**config.mk**
```make
export PLATFORM = sky130hd
export DESIGN_NAME = utk_decode
export DESIGN_NICKNAME = d
export VERILOG_FILES = /design/src/sv/utk_pkg.sv /design/src/sv/utk_decode.sv
export SDC_FILE = /design/constraint.sdc
export NUM_CORES = 1
export LEC_CHECK = 0
export BUFFER_PORTS_ARGS = -buffer_cell sky130_fd_sc_hd__buf_2
export CAP_MARGIN = 20
export CORE_ASPECT_RATIO = 0.6
export CORE_MARGIN = 3
export CORE_UTILIZATION = 36
export DETAILED_ROUTE_END_ITERATION = 16
export GPL_TIMING_DRIVEN = 0
export PLACE_DENSITY_LB_ADDON = 0.25
export SLEW_MARGIN = 5
export SYNTH_ARGS = -nofsm -noshare
export SYNTH_HDL_FRONTEND = slang
export SYNTH_SLANG_ARGS = --single-unit
```
**constraint.sdc**
```tcl
create_clock -name vclk -period 3.2
set_input_delay 0.8 -clock vclk [all_inputs]
set_output_delay 0.8 -clock vclk [all_outputs]
set_load 0.1 [all_outputs]
```
**src/sv/utk_pkg.sv**
```systemverilog
// ----------------------------------------------------------------------------
// utk_pkg
// Shared widths, opcodes and UTF-8 constants for the keystroke translator.
// ----------------------------------------------------------------------------
package utk_pkg;

  localparam int OP_W      = 2;
  localparam int BYTE_W    = 8;
  localparam int CP_W      = 21;
  localparam int KEY_W     = 10;
  localparam int MCNT_W    = 3;
  localparam int NUM_MOD_FIELDS = 4;

  localparam int TABLE_ENTRIES_DEF = 512;
  localparam int MAX_HELD_MODS_DEF = 4;

  typedef enum logic [OP_W-1:0] {
    OP_APPEND = 2'd0,
    OP_TEXT   = 2'd1,
    OP_CLEAR  = 2'd2
  } opcode_t;

  // UTF-8 framing constants.
  localparam logic [CP_W-1:0]   REPL_CP    = 21'h00FFFD;
  localparam logic [BYTE_W-1:0] CONT_MASK  = 8'hC0;
  localparam logic [BYTE_W-1:0] CONT_TAG   = 8'h80;
  localparam logic [BYTE_W-1:0] LEAD2_MASK = 8'hE0;
  localparam logic [BYTE_W-1:0] LEAD2_TAG  = 8'hC0;
  localparam logic [BYTE_W-1:0] LEAD3_MASK = 8'hF0;
  localparam logic [BYTE_W-1:0] LEAD3_TAG  = 8'hE0;
  localparam logic [BYTE_W-1:0] LEAD4_MASK = 8'hF8;
  localparam logic [BYTE_W-1:0] LEAD4_TAG  = 8'hF0;
  localparam logic [BYTE_W-1:0] ASCII_LIM  = 8'h80;
  localparam logic [BYTE_W-1:0] CONT_BITS  = 8'h3F;
  localparam logic [BYTE_W-1:0] LEAD2_BITS = 8'h1F;
  localparam logic [BYTE_W-1:0] LEAD3_BITS = 8'h0F;
  localparam logic [BYTE_W-1:0] LEAD4_BITS = 8'h07;

  // Outcome of decoding one text byte: up to two lookups plus the new
  // decoder state.
  typedef struct packed {
    logic [1:0]      n_look;
    logic [CP_W-1:0] cp_a;
    logic [CP_W-1:0] cp_b;
    logic [1:0]      pend;
    logic [CP_W-1:0] partial;
  } dec_t;

endpackage

```
**src/sv/utk_decode.sv**
```systemverilog
// ----------------------------------------------------------------------------
// utk_decode
// One-byte UTF-8 decoder step: new decoder state and the characters to look up.
// ----------------------------------------------------------------------------
module utk_decode (
  input  logic [utk_pkg::BYTE_W-1:0] byte_i,
  input  logic [1:0]                 pend_i,
  input  logic [utk_pkg::CP_W-1:0]   partial_i,
  output utk_pkg::dec_t              dec_o
);
  import utk_pkg::*;

  logic            lead_look;
  logic [CP_W-1:0] lead_cp;
  logic            lead_multi;
  logic [1:0]      lead_pend;
  logic [CP_W-1:0] lead_part;
  logic [CP_W-1:0] cont_part;
  logic [1:0]      cont_pend;

  // The byte taken as a lead byte, with a clean decoder.
  always_comb begin
    lead_look  = 1'b0;
    lead_cp    = '0;
    lead_multi = 1'b0;
    lead_pend  = 2'd0;
    lead_part  = '0;
    if (byte_i == '0) begin
      lead_look = 1'b0;
    end else if (byte_i < ASCII_LIM) begin
      lead_look = 1'b1;
      lead_cp   = CP_W'(byte_i);
    end else if ((byte_i & LEAD2_MASK) == LEAD2_TAG) begin
      lead_multi = 1'b1;
      lead_pend  = 2'd1;
      lead_part  = CP_W'(byte_i & LEAD2_BITS);
    end else if ((byte_i & LEAD3_MASK) == LEAD3_TAG) begin
      lead_multi = 1'b1;
      lead_pend  = 2'd2;
      lead_part  = CP_W'(byte_i & LEAD3_BITS);
    end else if ((byte_i & LEAD4_MASK) == LEAD4_TAG) begin
      lead_multi = 1'b1;
      lead_pend  = 2'd3;
      lead_part  = CP_W'(byte_i & LEAD4_BITS);
    end else begin
      lead_look = 1'b1;
      lead_cp   = REPL_CP;
    end
  end

  assign cont_part = {partial_i[CP_W-7:0], byte_i[5:0]};
  assign cont_pend = pend_i - 2'd1;

  always_comb begin
    dec_o         = '0;
    dec_o.pend    = pend_i;
    dec_o.partial = partial_i;
    if (pend_i != 2'd0) begin
      if ((byte_i & CONT_MASK) == CONT_TAG) begin
        dec_o.pend = cont_pend;
        if (cont_pend == 2'd0) begin
          dec_o.n_look  = 2'd1;
          dec_o.cp_a    = cont_part;
          dec_o.partial = '0;
        end else begin
          dec_o.partial = cont_part;
        end
      end else begin
        // Broken sequence: replacement first, then the byte starts over.
        dec_o.n_look  = 2'd1;
        dec_o.cp_a    = REPL_CP;
        dec_o.pend    = lead_pend;
        dec_o.partial = lead_multi ? lead_part : '0;
        if (lead_look) begin
          dec_o.n_look = 2'd2;
          dec_o.cp_b   = lead_cp;
        end
      end
    end else begin
      if (lead_look) begin
        dec_o.n_look = 2'd1;
        dec_o.cp_a   = lead_cp;
      end
      if (lead_multi) begin
        dec_o.pend    = lead_pend;
        dec_o.partial = lead_part;
      end
    end
  end

endmodule

```
==> Word-level counts from Yosys, hierarchy flattened <==
Index checks and enable logic that the tools add are counted.
{ "word_totals": {"reg_bits": 0, "in_bits": 31, "output_inout_bits": 67} }
{ "classes": {"n_reduce_logical": 3, "n_eq_ne": 4, "addsub": 1, "magnitude_cmp": 1, "muxes": 38} }
{ "ops": {"columns": ["cell", "n"], "rows": [
  ["$mux W21", 7],
  ["$mux W23", 5],
  ["$mux W16", 4],
  ["$mux W22", 2],
  ["$mux W2", 6],
  ["$mux W1", 10],
  ["$mux W5", 2],
  ["$logic_not A8 Y1", 1],
  ["$lt A8 B8 Y1 const B", 1],
  ["$eq A5 B5 Y1 const B", 1],
  ["$eq A4 B4 Y1 const B", 1],
  ["$mux W4", 1],
  ["$eq A3 B3 Y1 const B", 1],
  ["$mux W3", 1],
  ["$eq A2 B2 Y1 const B", 1],
  ["$logic_not A2 Y1", 1],
  ["$reduce_bool A2 Y1", 1],
  ["$sub A2 B1 Y2 const B", 1]
]} }

==> Longest topological paths before layout <==
{ "depth": {"word_depth": 9, "mapped_depth": 8} }

==> Least setup slack after synthesis <==
No wires, ideal clock.
{ "synth_path": {"path_kind": "input to output", "from": "in pend_i[0]", "to": "out dec_o[29] in the netlist's numbering", "stages": 5, "arrival_ps": 3621, "path_slack_ps": -1221, "required_ps": 2400, "path_cell_list": "inv_1 -> ha_1 -> buf_2 -> buf_1 -> nor3b_1"} }
{ "synth_rtl": {"columns": ["element", "line_no", "rtl"], "rows": [
  ["start: declaration", "utk_decode.sv:7", "input logic [1:0] pend_i,"],
  ["end: declaration", "utk_decode.sv:9", "output utk_pkg::dec_t dec_o"]
]} }

==> out/qor.txt <==
status -> complete, but fails checks
failing checks -> negative setup slack
area of the multi-input gates -> 919.6 um2
TNS Setup -> -0.03320 ns
Min Hold Slack -> 2.009 ns
wire per inst -> 23.15 um
post-synthesis cell area -> 890.9 um2
full die area -> 3127 um2
setup violators final -> 4
IO buf count -> 91
Hold Crit Class -> input pin to output pin
vias in the first global route -> 1423
Final WS setup -> -0.01950 ns
Die Y -> 44.53 um
Leak Pwr -> 1.057 nW
Crit path required time -> 2.40 ns
Seq/Total Area, Yosys -> 0%
Max-Cap Viols -> 0
actual slew at the worst max-slew pin -> 0.7075 ns
Core ar. -> 2261 um2
die span in x -> 70.22 um
critical path arrival -> 2.42 ns
CP endpoint kind -> output pin
GRT Overall Usage -> 28.45%
GR Overflow Total -> 0
maximum fanout along the worst path -> 11
Critical Path Source -> byte_i[6]
Tcrit/Tclk final -> 100.6%
Synth area leaders -> a22o_1 20%, buf_4 13%, a21o_1 8.4%
DPL Wire Length -> 3.203 mm
GPL Wtd Cong -> 0.8838
fmax -> 310.6 MHz
final net count -> 268
Final min period -> 3.219 ns
Post-Route WL -> 6.088 mm
DRC Markers -> 0
Top Ports -> 98
Site Rows -> 13
Seq Cell Count -> 0
top cell type's share of synthesized area -> 19.66%
Hold Vio Cnt, Final -> 0
Pwr per Cell Area -> 390.7 nW/um2
cell count after synthesis -> 130
largest net degree at the start of global routing -> 12
synth unique cells -> 36
Fillers -> 73
critical path type -> input pin to output pin
drt pass-1 iters -> 5
VDD IR max -> 0.3168 mV
Post-Syn Area per Cell -> 6.853 um2
cell with the most instances after synthesis -> a22o_1
first-pass GRT wire length -> 7.148 mm
Worst setup SP type -> input pin
Slew HR -> 52.83%
antenna cells -> 0
First DRT Iteration DRCs -> 207
initial antenna violation count -> 0
Area Growth Syn to Fin -> 134.1%
Warnings, synthesis -> 0
Critical Path Sink -> dec_o[65]
largest area contributor in the netlist -> a22o_1
Antenna Nets Post-Route -> 0
Slew Viols, Final -> 0
Clock buffer cells -> 0
layout cells sized above 1 -> 78.11%
routed vias -> 1661
register area -> 0 um2
vias per cell -> 6.316
Initial Util -> 39.40%
commonest cells in the netlist -> 20 x a22o_1, 15 x buf_4, 10 x a21o_1, 8 x nand2_1, 7 x inv_1
[through the flow]
step / instances / power [W] / instance area [um2] / utilization (%) / setup slack, ns
6_report: 263 / 0.0008148 / 2086 / 92.25 / -0.01950
5_1_grt: 263 / 0.0008282 / 2086 / 92.25 / -0.05988
3_5_place_dp: 255 / 0.0006745 / 1544 / 68.29 / -0.4022
4_1_cts: 257 / 0.0007405 / 1824 / 80.69 / 0.002439
2_1_floorplan: 134 / 0.0005798 / 1051 / - / -0.3437
3_3_place_gp: 255 / 0.0006690 / 1544 / 68.29 / -0.3082
[placed cells by master, fill, tap and decap left out, types with 2 or more instances in the layout]
| master | count |
|---|---|
| a21o_2 | 9 |
| a21oi_1 | 5 |
| a21oi_4 | 5 |
| a22o_1 | 2 |
| a22o_2 | 18 |
| a31oi_4 | 3 |
| and2_4 | 2 |
| and3_1 | 6 |
| buf_12 | 3 |
| buf_2 | 40 |
| buf_4 | 17 |
| buf_6 | 35 |
| buf_8 | 16 |
| clkbuf_4 | 9 |
| conb_1 | 5 |
| ha_1 | 2 |
| inv_1 | 5 |
| nand2_1 | 6 |
| nand2_2 | 2 |
| nand3_1 | 3 |
| nor2_1 | 4 |
| nor2b_1 | 3 |
| nor2b_2 | 3 |
| nor3b_4 | 2 |
| o21a_2 | 5 |
| o21ai_0 | 2 |
[critical path, stage by stage]
cell	delay (ns)
buf_2	0.11
buf_4	0.19
or4_4	0.58
nor2_4	0.18
nor2_1	0.09
mux2i_2	0.21
buf_6	0.25
[timing repair]
action                                  CTS  global route
gates cloned                              2             1
endpoints found under the setup margin   52            53
pin swaps                                 0             2
gates resized for setup                  84            60
hold buffers                              0             0
setup buffers                             0             5
[worst min path at each step]
stage                     cells past startpoint         to          start
after global placement                        4   dec_o[4]   partial_i[4]
after CTS                                     3  dec_o[52]   partial_i[2]
after detailed placement                      4   dec_o[4]   partial_i[4]
after global routing                          3  dec_o[15]  partial_i[15]
after floorplan                               1  dec_o[24]      byte_i[1]
final                                         3  dec_o[16]  partial_i[16]
[cells by family (layout without fill, tap and decap cells)]
group,Yosys count,after routing,share of synthesized area [%]
AOI/OAI and AO/OA,54,55,48.18
other,1,5,0.4209
xor gates and xnor gates,1,1,0.9833
buffers and inverters,32,129,21.49
adders and majority gates,2,2,2.809
muxes,2,2,2.247
and+or+nand+nor,38,39,23.88
[per-layer routing]
metal  part of all wire, %  global-route usage [%]  vias up
li1                      -                       -      672
met3                    12                   4.535       44
met5                     0                       0        -
met1                    37                   36.77      781
met4                   5.9                   3.817        0
met2                    45                   51.67      164
[where the power goes]
part / switching [W] / total [W] / internal, W / leakage, nW
logic: 0.000599 / 0.000815 / 0.000216 / 1.06
clock network: 0 / 0 / 0 / 0
registers: 0 / 0 / 0 / 0
total: 0.000599 / 0.000815 / 0.000216 / 1.06
[layout make-up]
class	count	area share, %
repair buffers	97	42.05
inverters	7	1.440
plain buffers	25	10.62
multi-input cells	104	44.09
well taps	30	1.800
Note: power is estimated with default switching activity, not from simulation.
